File: config.mk
export PLATFORM = sky130hd
export DESIGN_NAME = anc_cell
export DESIGN_NICKNAME = d
export VERILOG_FILES = /design/src/rtl/core/anc_pkg.sv /design/src/rtl/core/anc_cell.sv
export SDC_FILE = /design/constraint.sdc
export NUM_CORES = 1
export LEC_CHECK = 0
export ABC_AREA = 0
export BUFFER_PORTS_ARGS = -buffer_cell sky130_fd_sc_hd__buf_2
export CORE_AREA = 2 2 205 207
export DETAILED_ROUTE_END_ITERATION = 12
export DIE_AREA = 0 0 207 209
export PLACE_DENSITY_LB_ADDON = 0.15
export SLEW_MARGIN = 10
export SYNTH_ARGS = -nofsm -noshare
export SYNTH_HDL_FRONTEND = slang
export SYNTH_SLANG_ARGS = --single-unit
File: constraint.sdc
create_clock -name clk_i -period 2 [get_ports clk_i]
set_input_delay 0.2 -clock clk_i [delete_from_list [all_inputs] [get_ports clk_i]]
set_output_delay 0.2 -clock clk_i [all_outputs]
set_load 0.005 [all_outputs]
File: src/rtl/core/anc_pkg.sv
package anc_pkg;

  localparam int unsigned ENTRIES_DEF      = 32;
  localparam int unsigned PORTS_DEF        = 8;
  localparam int unsigned REMOVE_LIMIT_DEF = 64;

  localparam int unsigned REQ_W   = 2;
  localparam int unsigned PORT_W  = 3;
  localparam int unsigned IP_W    = 32;
  localparam int unsigned MAC_W   = 48;
  localparam int unsigned TIME_W  = 32;
  localparam int unsigned RETRY_W = 3;
  localparam int unsigned KIND_W  = 3;
  localparam int unsigned RCNT_W  = 6;
  localparam int unsigned TMO_W   = 17;
  localparam int unsigned PCNT_W  = 4;
  localparam int unsigned CIDX_W  = 1;

  localparam int unsigned RETRY_STEPS    = 5;
  localparam int unsigned RETRY_STEP_SEC = 60;

  localparam logic [TMO_W-1:0]  TIMEOUT_RESET    = TMO_W'(20 * 60);
  localparam logic [PCNT_W-1:0] PORT_COUNT_RESET = PCNT_W'(1);

  typedef enum logic [REQ_W-1:0] {
    REQ_LEARN   = 2'd0,
    REQ_LOOKUP  = 2'd1,
    REQ_REFRESH = 2'd2,
    REQ_NONE    = 2'd3
  } req_e;

  typedef enum logic [KIND_W-1:0] {
    KIND_UPDATED = 3'd0,
    KIND_CREATED = 3'd1,
    KIND_FULL    = 3'd2,
    KIND_HIT     = 3'd3,
    KIND_MISS    = 3'd4,
    KIND_BADPORT = 3'd5,
    KIND_PROBE   = 3'd6,
    KIND_DONE    = 3'd7
  } kind_e;

  typedef enum logic [CIDX_W-1:0] {
    CFG_TIMEOUT    = 1'b0,
    CFG_PORT_COUNT = 1'b1
  } cfg_idx_e;

  typedef enum logic [2:0] {
    ST_IDLE,
    ST_EXEC,
    ST_WALK,
    ST_COMPACT,
    ST_DONE
  } state_e;

  typedef enum logic [2:0] {
    OP_HOLD,
    OP_FROM_PREV,
    OP_FROM_NEXT,
    OP_WRITE_NEW,
    OP_BUMP,
    OP_KILL
  } cell_op_e;

  typedef struct packed {
    logic               valid;
    logic [PORT_W-1:0]  port;
    logic [IP_W-1:0]    ip;
    logic [MAC_W-1:0]   mac;
    logic [TIME_W-1:0]  expiry;
    logic [RETRY_W-1:0] retry;
  } entry_t;

  typedef struct packed {
    logic sfx;
    logic hole;
  } chain_t;

endpackage

File: src/rtl/core/anc_cell.sv
module anc_cell (
  input  logic                        clk_i,
  input  logic                        rst_ni,
  input  anc_pkg::cell_op_e           op_i,
  input  anc_pkg::entry_t             prev_i,
  input  anc_pkg::entry_t             next_i,
  input  anc_pkg::entry_t             new_i,
  input  logic [anc_pkg::PORT_W-1:0]  key_port_i,
  input  logic [anc_pkg::IP_W-1:0]    key_ip_i,
  input  anc_pkg::chain_t             chain_i,
  output anc_pkg::chain_t             chain_o,
  output anc_pkg::entry_t             entry_o,
  output logic                        match_o
);
  import anc_pkg::*;

  logic   valid_q, valid_d;
  entry_t data_q, data_d;
  entry_t cur;

  always_comb begin
    cur       = data_q;
    cur.valid = valid_q;
  end

  always_comb begin
    data_d = cur;
    case (op_i)
      OP_FROM_PREV: data_d = prev_i;
      OP_FROM_NEXT: data_d = next_i;
      OP_WRITE_NEW: data_d = new_i;
      OP_BUMP:      data_d.retry = cur.retry + RETRY_W'(1);
      OP_KILL:      data_d.valid = 1'b0;
      default:      data_d = cur;
    endcase
    valid_d = data_d.valid;
  end

  always_ff @(posedge clk_i or negedge rst_ni) begin
    if (!rst_ni) begin
      valid_q <= 1'b0;
    end else begin
      valid_q <= valid_d;
    end
  end

  always_ff @(posedge clk_i) begin
    data_q <= data_d;
  end

  assign match_o      = valid_q && (data_q.port == key_port_i) && (data_q.ip == key_ip_i);
  assign chain_o.sfx  = chain_i.sfx | match_o;
  assign chain_o.hole = chain_i.hole | ~valid_q;
  assign entry_o      = cur;

endmodule

# Word level (Yosys, flattened, before mapping)
# Index checks and enable logic that the tools add are counted.
# word_totals
register_bits,119
input_bits,399
out_inout_bits,122
wordCells,25
# op_classes
addsub,1
eq_ne,7
muxes,3
bitwise_logic,3
n_reduce_logical,5
# ops
operator,count
$pmux 115 s3,1
$eq 32x32->1,1
$pmux 3 s4,1
$reduce_bool 4->1,2
$eq 3x2->1 const B,2
$eq 3x3->1 const B,2
$pmux 1 s4,1
$add 3x1->3 const B,1
$eq 3x1->1 const B,1
$eq 3x3->1,1
$reduce_bool 3->1,1
$logic_and 1x1->1,2
$or 1x1->1,2
$not 1->1,1

# Logic depth before layout (Yosys ltp)
# Gate-level depths: netlist (run 1).
# depth
word_depth,4
mapped_depth,6
ltp_nobuf,5

# Least setup slack after synthesis (run 1)
# No wires, ideal clock.
# synth_timing
path_type,in2reg
start,in op_i[0]
end,"reg data_q, in the netlist entry_o[100] (enable)"
setup_ps,590
arrival_ps,5332
required_ps,1410
setup_slack_ps,-3921
cell_stages,4
path_buffers,2
cell_sequence,buf_4 buf_6 nor2_4 nor2_1
# synth_via
elab_chain_cells,2
word_cells_on_any_way,4
cone_classes,eq/ne (3); reduce/logical (1)
# synth_rtl
item,line,text
start: declaration,anc_cell.sv:4,"input anc_pkg::cell_op_e op_i,"
$eq 3x2->1 / $eq 3x1->1 (equally long branches),anc_cell.sv:28,case (op_i)
$reduce_bool 3->1 (no line) (*),-,
end signal: assignment,anc_cell.sv:48,data_q <= data_d;
end: declaration,anc_cell.sv:18,"entry_t data_q, data_d;"
# Every way passes the cells marked *; elsewhere a longest branch is shown, timed or not.
# A chain may end at the register's enable or synchronous reset.

==> impl_metrics.ini, run 1 <==
[logic_synthesis]
synthArstFlopShare_pct = 0.840
synth-seq-area-share_pct = 53.1
yosys-top-cells-count = nand2_1, edfxtp_1, mux2i_1
yosysWarnings = 0
synth_flop_cell = edfxtp_1
synth_area_mm2 = 0.00673
ys_ff_latch = 119
synth.distinct_cells = 29
synth_most_common_cell = nand2_1
synth_top_area_share_pct = 52.7
syn_avg_cell_area_um2 = 11.4
synth.area.top_cells = edfxtp_1, mux2i_1, o21ai_0
synth_edf_count = 118
syn_nets = 988
synth_top_area_cell = edfxtp_1
syn-instance-count = 588

[worst_setup_path]
crit_type = flip-flop to output port
worst_r2r_path_depth = 4
r2r_slack_ns = 0.52
cp-start-kind = flip-flop
endpoint_kind = output port
reg2reg_from = entry_o[0]
worst-path-max-fanout = 2
crit_arrival_ns = 2.09
cp.required_ns = 1.80
worstReg2RegEnd = entry_o[1]

[timing]
tightest_slew_ns = 0.536
slew-limit-headroom_pct = 63.9
setup_viol_count_final = 2
post-route-min-period_ns = 2.29
max_freq_mhz = 436
fin_skew_ns = 0.000176
finalHoldViolCount = 0
fin_ws_ns = -0.294
rsz0062_at_grt = true
slew_viol_final = 0
min_period_over_period_pct = 115

[pwr]
p_sw_share_pct = 26.6
power_frac_clock_pct = 38.3
power.share.sequential_pct = 42.1
internal_power_w = 0.00547
peakVddDrop_mv = 0.467
p_sw_w = 0.00198
combPwrFrac_pct = 19.6
p_per_area_mw_per_mm2 = 709
leakagePower_nw = 5.06

[worst_hold_path]
whs_path_depth = 3
hp-start = prev_i[79]
min_to = entry_o[79]
hold_class = primary input to flip-flop

[grt]
first_global_vias = 6597
met1_usage_pct = 13.3
grtUsageTotal_pct = 11.9
grt_use_met3_pct = 3.91
grt_pass1_wl_um = 38600
grt-ovfl-total = 0
grt_use_met2_pct = 21.3
busiest_layer = met2
grt_max_degree = 109
antenna_found_initial = 0

[die]
rows = 75
die_w_um = 207
initial_utilization_pct = 16.3
dieHeight_um = 209
io_pins = 521
core_area_mm2 = 0.0413
design.die.area_mm2 = 0.0433

[placed_design]
place_inst = 1635
dpl_worst_slack_ns = -0.00978
gp_congestion = 0.778
hpwlAfterDp_um = 21500
io_buffers = 520

[clocking]
clkLatencyLatePin_ns = 0.43
clock_path_buffers = 2
cts_sinks = 119
h-tree-depth = 4
post-cts-setup-buffers = 0
cts_tree = yes
path_clk_slew_ns = 0.06
cts_root_buf = clkbuf_16
cts_inserted_buffers = 17

[cells_and_area]
regArea_mm2 = 0.00357
drive_gt1_share_pct = 51.8
areaGrowthSynthToFinish_pct = 56.3
n_antenna_cell = 0
nNetsFinal = 1517
finalNonFillerCells = 1669
fill_cells = 4542
multi_input_area_mm2 = 0.00278

[route]
num_vias = 6242
drt-vias-per-instance = 3.74
drc = 0
wl_per_cell_um = 15.6
drtPass1Iterations = 4
dr.first_iter.drc_count = 203
final_antenna_net_count = 0
finalWirelength_um = 26100

[status]
violations = negative setup slack
status = finished with violations

[flow_run]
cap_viol_max_count = 0
[what timing repair did]
| item | 4_1_cts | 5_1_grt |
|---|---|---|
| hold endpoints to repair | 2 | 0 |
| gates resized for setup | 2 | 0 |
| cloned | 0 | 0 |
| pin swaps | 2 | 1 |
| endpoints found under the setup margin | 2 | 2 |
| hold buffers | 2 | 0 |
[placed cells by master (no fill, tap or decap), drive strengths merged, types with 3 or more instances in the layout]
| cell | synthesis | routed |
|---|---|---|
| mux2i | 118 | 118 |
| inv | 2 | 3 |
| nor4 | 9 | 9 |
| clkinvlp | 0 | 3 |
| clkinv | 0 | 9 |
| o211ai | 3 | 3 |
| nand2 | 122 | 122 |
| clkbuf | 12 | 18 |
| nor2 | 3 | 3 |
| o21ai | 121 | 121 |
| buf | 30 | 550 |
| edfxtp | 118 | 118 |
| xor2 | 35 | 35 |
[routing by layer]
layer  part of all wire (%)  up-vias
li1                       -     3197
met1                     39     2753
met2                     52      274
met3                    6.9       18
met4                    1.5        0
met5                      0        -
[stage by stage]
stage                     total power, W  area, um^2  setup TNS, ns  utilization, %  hold slack [ns]
after global placement           0.00469        9940        -0.0505            24.1          -0.0222
after detailed placement         0.00469        9940       -0.00978            24.1          -0.0207
final                            0.00745       10500         -0.508            25.5           0.0474
after floorplan                  0.00380        6750         -72.59               -          -0.0956
after CTS                        0.00765       10500         -0.859            25.5          0.00483
after global routing             0.00788       10500         -0.951            25.5           0.0225
[worst max-delay path, cell delays in order, from the launching register on]
cell and delay (ns):
edfxtp_1 0.40, xor2_1 0.17, nor4_2 0.28, buf_4 0.17
nand4_1 0.18, o31ai_2 0.29, buf_2 0.18
[how the worst max path moves through the flow]
stage                 startpoint      endpoint  slack, ns
global placement    entry_o[113]    chain_o[1]      -0.05
floorplan                op_i[0]  entry_o[100]      -0.63
CTS                  entry_o[84]    chain_o[1]      -0.49
finish               entry_o[84]    chain_o[1]      -0.29
detailed placement  entry_o[113]    chain_o[1]      -0.01
global route         entry_o[84]    chain_o[1]      -0.50
[power by group through the flow]
stage | registers (W) | logic (W) | clock network (W)
floorplan | 0.00323 | 0.000577 | 0
global placement | 0.00318 | 0.00151 | 0
detailed placement | 0.00319 | 0.00150 | 0
CTS | 0.00314 | 0.00151 | 0.00300
global route | 0.00317 | 0.00163 | 0.00309
finish | 0.00314 | 0.00146 | 0.00286
[logic make-up (layout without fill, tap and decap cells)]
family                     count (synthesis)  after routing  share of synthesized area [%]
buffers and inverters                     44            586                           5.97
muxes                                    119            119                           17.7
AOI/OAI and AO/OA                        128            128                           9.77
xor gates and xnor gates                  37             37                           4.82
and+or+nand+nor                          140            140                           8.48
adders and majority gates                  1              1                          0.186
DFF                                      119            119                           53.1
[registers in the layout (all words and copies together), names as in the netlist]
name	cells
entry_o	118
valid_q	1
[layout make-up]
cell class | count | share of cell area [%]
timing repair buffer | 552 | 28.0
inverter | 2 | 0.0714
sequential | 119 | 33.9
tap | 539 | 6.42
clock buffer | 18 | 4.08
clock inverter | 14 | 1.05
multi-input combinational | 425 | 26.5
(Power assumes the default switching activity.)
==> inputs of run 2 (changes only) <==
TNS_END_PERCENT = 30   (was unset)
==> impl_metrics.ini, run 2 (synthesized netlist as in run 1, its figures left out) <==
[worst_setup_path]
cp-start-kind = flip-flop
worst_r2r_path_depth = 4
cp.required_ns = 1.80
endpoint_kind = output port
crit_type = flip-flop to output port
worst-path-max-fanout = 2
r2r_slack_ns = 0.52
crit_arrival_ns = 2.09

[timing]
fin_ws_ns = -0.294
fin_skew_ns = 0.000176
tightest_slew_ns = 0.536
post-route-min-period_ns = 2.29
slew-limit-headroom_pct = 63.9
timing.hold.ws_ns = 0.0474
tns_ns = -0.509
setup_viol_count_final = 2
finalHoldViolCount = 0
slew_viol_final = 0
max_freq_mhz = 436
rsz0062_at_grt = true
min_period_over_period_pct = 115

[die]
die_w_um = 207
rows = 75
initial_utilization_pct = 16.3
design.die.area_mm2 = 0.0433
io_pins = 521
core_area_mm2 = 0.0413
dieHeight_um = 209

[cells_and_area]
nNetsFinal = 1517
n_antenna_cell = 0
largest_register_ffs = 118
drive_gt1_share_pct = 51.8
final_cell_mix = buf_2, nand2_1, mux2i_1, edfxtp_1, o21ai_0
areaGrowthSynthToFinish_pct = 56.3
finalNonFillerCells = 1669
fill_cells = 4542
final_common_cell = buf_2

[route]
final_antenna_net_count = 0
dr.first_iter.drc_count = 203
finalWirelength_um = 26100
drt-vias-per-instance = 3.74
wl_per_cell_um = 15.6
drtPass1Iterations = 4
drc = 0
num_vias = 6242

[flow_run]
cap_viol_max_count = 0

[clocking]
cts_tree = yes
clock_path_buffers = 2
cts_inserted_buffers = 17
path_clk_slew_ns = 0.06
h-tree-depth = 4
cts_sinks = 119
clkLatencyLatePin_ns = 0.43
cts_root_buf = clkbuf_16

[pwr]
peakVddDrop_mv = 0.467
power.share.sequential_pct = 42.1
internal_power_w = 0.00547
power_frac_clock_pct = 38.3
combPwrFrac_pct = 19.6
leakagePower_nw = 5.06
p_per_area_mw_per_mm2 = 709
finalPower_w = 0.00745
p_sw_share_pct = 26.6
p_sw_w = 0.00198

[placed_design]
place_inst = 1635
hpwlAfterDp_um = 21500
gp_congestion = 0.778
io_buffers = 520

[status]
status = finished with violations
violations = negative setup slack

[grt]
grtUsageTotal_pct = 11.9
antenna_found_initial = 0
grt-ovfl-total = 0
grt_pass1_wl_um = 38600
first_global_vias = 6597
grt_max_degree = 109

[worst_hold_path]
hold_class = primary input to flip-flop
whs_path_depth = 3
## run 2: cell counts in the layout (fill, tap and decap cells not counted)
Identical to the previous run, type by type.
## run 2: final timing paths
| path | endpoint | startpoint |
|---|---|---|
| hold reg to reg | valid_q | valid_q |
| min in group asynchronous | valid_q | rst_ni |
| setup / recovery | chain_o[1] | entry_o[84] |
| setup reg to reg | entry_o[1] | entry_o[0] |
| max in group asynchronous | valid_q | rst_ni |
| hold / removal | entry_o[79] | prev_i[79] |
## run 2: layout make-up
class / instances / area, um^2 / area share [%]
inverters: 2 / 7.51 / 0.0714
clock buffers: 18 / 429 / 4.08
flip-flops and latches: 119 / 3570 / 33.9
clock inverters: 14 / 110 / 1.05
well taps: 539 / 674 / 6.42
multi-input cells: 425 / 2780 / 26.5
repair buffers: 552 / 2940 / 28.0
## run 2: repair_timing
item | in CTS | in global routing
hold endpoints to repair | 2 | 0
gates resized for setup | 2 | 0
setup buffers | 0 | 0
pin swaps | 2 | 1
endpoints found under the setup margin | 2 | 2
hold buffers | 2 | 0
## run 2: worst max-delay path: stages, from the launching register on
cell and delay [ns]:
edfxtp_1 0.40, xor2_1 0.17, nor4_2 0.28, buf_4 0.17, nand4_1 0.18, o31ai_2 0.29, buf_2 0.18
## run 2: stage by stage
| stage | cell area (um^2) | setup slack, ns | util [%] |
|---|---|---|---|
| 3_5_place_dp | 9940 | -0.00978 | 24.1 |
| 3_3_place_gp | 9940 | -0.0505 | 24.1 |
| 6_report | 10500 | -0.294 | 25.5 |
| 2_1_floorplan | 6750 | -0.631 | - |
| 5_1_grt | 10500 | -0.498 | 25.5 |
| 4_1_cts | 10500 | -0.493 | 25.5 |
## run 2: per-layer routing
metal	vias up	share of wire, %	GRT usage, %
li1	3197	-	-
met1	2753	39	13.3
met2	274	52	21.3
met3	18	6.9	3.91
met4	0	1.5	3.69
met5	-	0	0
## run 2: power by group through the flow
| stage | Sequential [W] | Clock (W) | Combinational [W] |
|---|---|---|---|
| floorplan | 0.00323 | 0 | 0.000577 |
| global placement | 0.00318 | 0 | 0.00151 |
| detailed placement | 0.00319 | 0 | 0.00150 |
| CTS | 0.00314 | 0.00300 | 0.00151 |
| global route | 0.00317 | 0.00309 | 0.00163 |
| finish | 0.00314 | 0.00286 | 0.00146 |
==> inputs of run 3 (changes only) <==
CORE_AREA = 2 2 202 204   (was 2 2 205 207)
DIE_AREA = 0 0 204 206   (was 0 0 207 209)
==> impl_metrics.ini, run 3 (synthesized netlist as in run 1, its figures left out) <==
[timing]
fin_ws_ns = -0.317
finalHoldViolCount = 0
max_freq_mhz = 432
tns_ns = -0.559
tightest_slew_ns = 0.443
setup_viol_count_final = 2
min_period_over_period_pct = 116
timing.hold.ws_ns = 0.0411
slew-limit-headroom_pct = 70.2
post-route-min-period_ns = 2.32
rsz0062_at_grt = true
fin_skew_ns = 0.00588
slew_viol_final = 0

[placed_design]
hpwlAfterDp_um = 20900
gp_congestion = 0.785
io_buffers = 520
dpl_worst_slack_ns = -0.0328
placed_area_mm2 = 0.00992

[cells_and_area]
largest_register_ffs = 118
nNetsFinal = 1516
fill_cells = 4371
final_cell_mix = buf_2, nand2_1, mux2i_1, edfxtp_1, o21ai_0
n_antenna_cell = 0
final_common_cell = buf_2
final_cell_area_mm2 = 0.0105
areaGrowthSynthToFinish_pct = 56.4
multi_input_area_mm2 = 0.00278
regArea_mm2 = 0.00357
drive_gt1_share_pct = 51.9

[grt]
met1_usage_pct = 12.0
grt_use_met2_pct = 21.2
busiest_layer = met2
grt_max_degree = 86
antenna_found_initial = 1
first_global_vias = 6132
grt-ovfl-total = 0
grt_pass1_wl_um = 35700
grtUsageTotal_pct = 11.6
grt_use_met3_pct = 4.34

[worst_setup_path]
crit_type = flip-flop to output port
cp.required_ns = 1.80
endpoint_kind = output port
max_stage_delay_ns = 0.39
worst-path-max-fanout = 2
crit_family = simple AND/OR/NAND/NOR gates
cp.buffers_inverters = 2
worstReg2RegEnd = entry_o[1]
timing.critical_path.cells = xor2_1 > nor4_2 > buf_4 > nand4_1 > o31ai_2 > buf_2
cp-start-kind = flip-flop
cp_slowest_cell = edfxtp_1
crit_arrival_ns = 2.12
cp.depth = 6
reg2reg_from = entry_o[0]
r2r_slack_ns = 0.49
worst_r2r_path_depth = 4

[route]
dr.first_iter.drc_count = 208
drtPass1Iterations = 4
drc = 0
num_vias = 6305
final_antenna_net_count = 0
drt-vias-per-instance = 3.80
finalWirelength_um = 25700
wl_per_cell_um = 15.5

[die]
dieHeight_um = 206
core_area_mm2 = 0.0402
die_w_um = 204
io_pins = 521
initial_utilization_pct = 16.7
rows = 74
design.die.area_mm2 = 0.0420

[clocking]
cts_sinks = 119
cts_inserted_buffers = 17
cts_root_buf = clkbuf_16
cts_tree = yes
post-cts-setup-buffers = 0
h-tree-depth = 4
clock_path_buffers = 2
path_clk_slew_ns = 0.06
clkLatencyLatePin_ns = 0.43

[pwr]
combPwrFrac_pct = 18.8
p_sw_share_pct = 25.5
leakagePower_nw = 5.07
power.share.sequential_pct = 41.1
peakVddDrop_mv = 0.567
power_frac_clock_pct = 40.1
internal_power_w = 0.00569
p_per_area_mw_per_mm2 = 726
p_sw_w = 0.00195

[worst_hold_path]
whs_path_depth = 3
hp-start = prev_i[100]
hold_class = primary input to flip-flop
min_to = entry_o[100]

[flow_run]
cap_viol_max_count = 0

[status]
violations = negative setup slack
status = finished with violations
[run 3: power by group through the flow]
stage | Sequential [W] | Combinational [W] | Clock (W)
2_1_floorplan | 0.00323 | 0.000577 | 0
3_3_place_gp | 0.00318 | 0.00149 | 0
3_5_place_dp | 0.00319 | 0.00147 | 0
4_1_cts | 0.00314 | 0.00148 | 0.00320
5_1_grt | 0.00317 | 0.00161 | 0.00329
6_report | 0.00314 | 0.00144 | 0.00306
[run 3: timing repair]
item / CTS / global route
resized for setup: 2 / 0
pin swaps: 0 / 0
endpoints found under the hold margin: 1 / 0
hold buffers: 1 / 0
setup endpoints to repair: 2 / 2
[run 3: routing by layer]
layer  up-vias  wire length [um]  part of all wire, %
met5         -                 7                0.027
met3        32              2320                  9.0
li1       3192                 -                    -
met4         2               530                  2.1
met2       315             13400                   52
met1      2764              9500                   37
[run 3: area by class of cell]
| cell class | count | share of cell area (%) |
|---|---|---|
| clock inverters | 9 | 0.951 |
| inverters | 2 | 0.0714 |
| repair buffers | 551 | 27.7 |
| clock buffers | 23 | 4.54 |
| well taps | 532 | 6.33 |
| flip-flops and latches | 119 | 33.9 |
| multi-input cells | 425 | 26.4 |
[run 3: worst reg2reg max path, stage by stage (launching register included)]
cell	delay (ns)
edfxtp_1	0.44
ha_1	0.32
or3_1	0.30
o211ai_1	0.09
o21ai_0	0.11
[run 3: how the worst max path moves through the flow]
stage / startpoint / endpoint / slack (ns)
floorplan: op_i[0] / entry_o[100] / -0.63
global placement: entry_o[113] / chain_o[1] / -0.04
detailed placement: entry_o[113] / chain_o[1] / -0.03
CTS: entry_o[113] / chain_o[1] / -0.44
global route: entry_o[113] / chain_o[1] / -0.47
finish: entry_o[113] / chain_o[1] / -0.32
[run 3: stage by stage]
stage                     total power (W)  std cells  utilization (%)
after floorplan                   0.00380        588                -
after global placement            0.00467       1628             24.7
after detailed placement          0.00466       1628             24.7
after CTS                         0.00783       1661             26.2
after global routing              0.00806       1661             26.2
final                             0.00764       1661             26.2
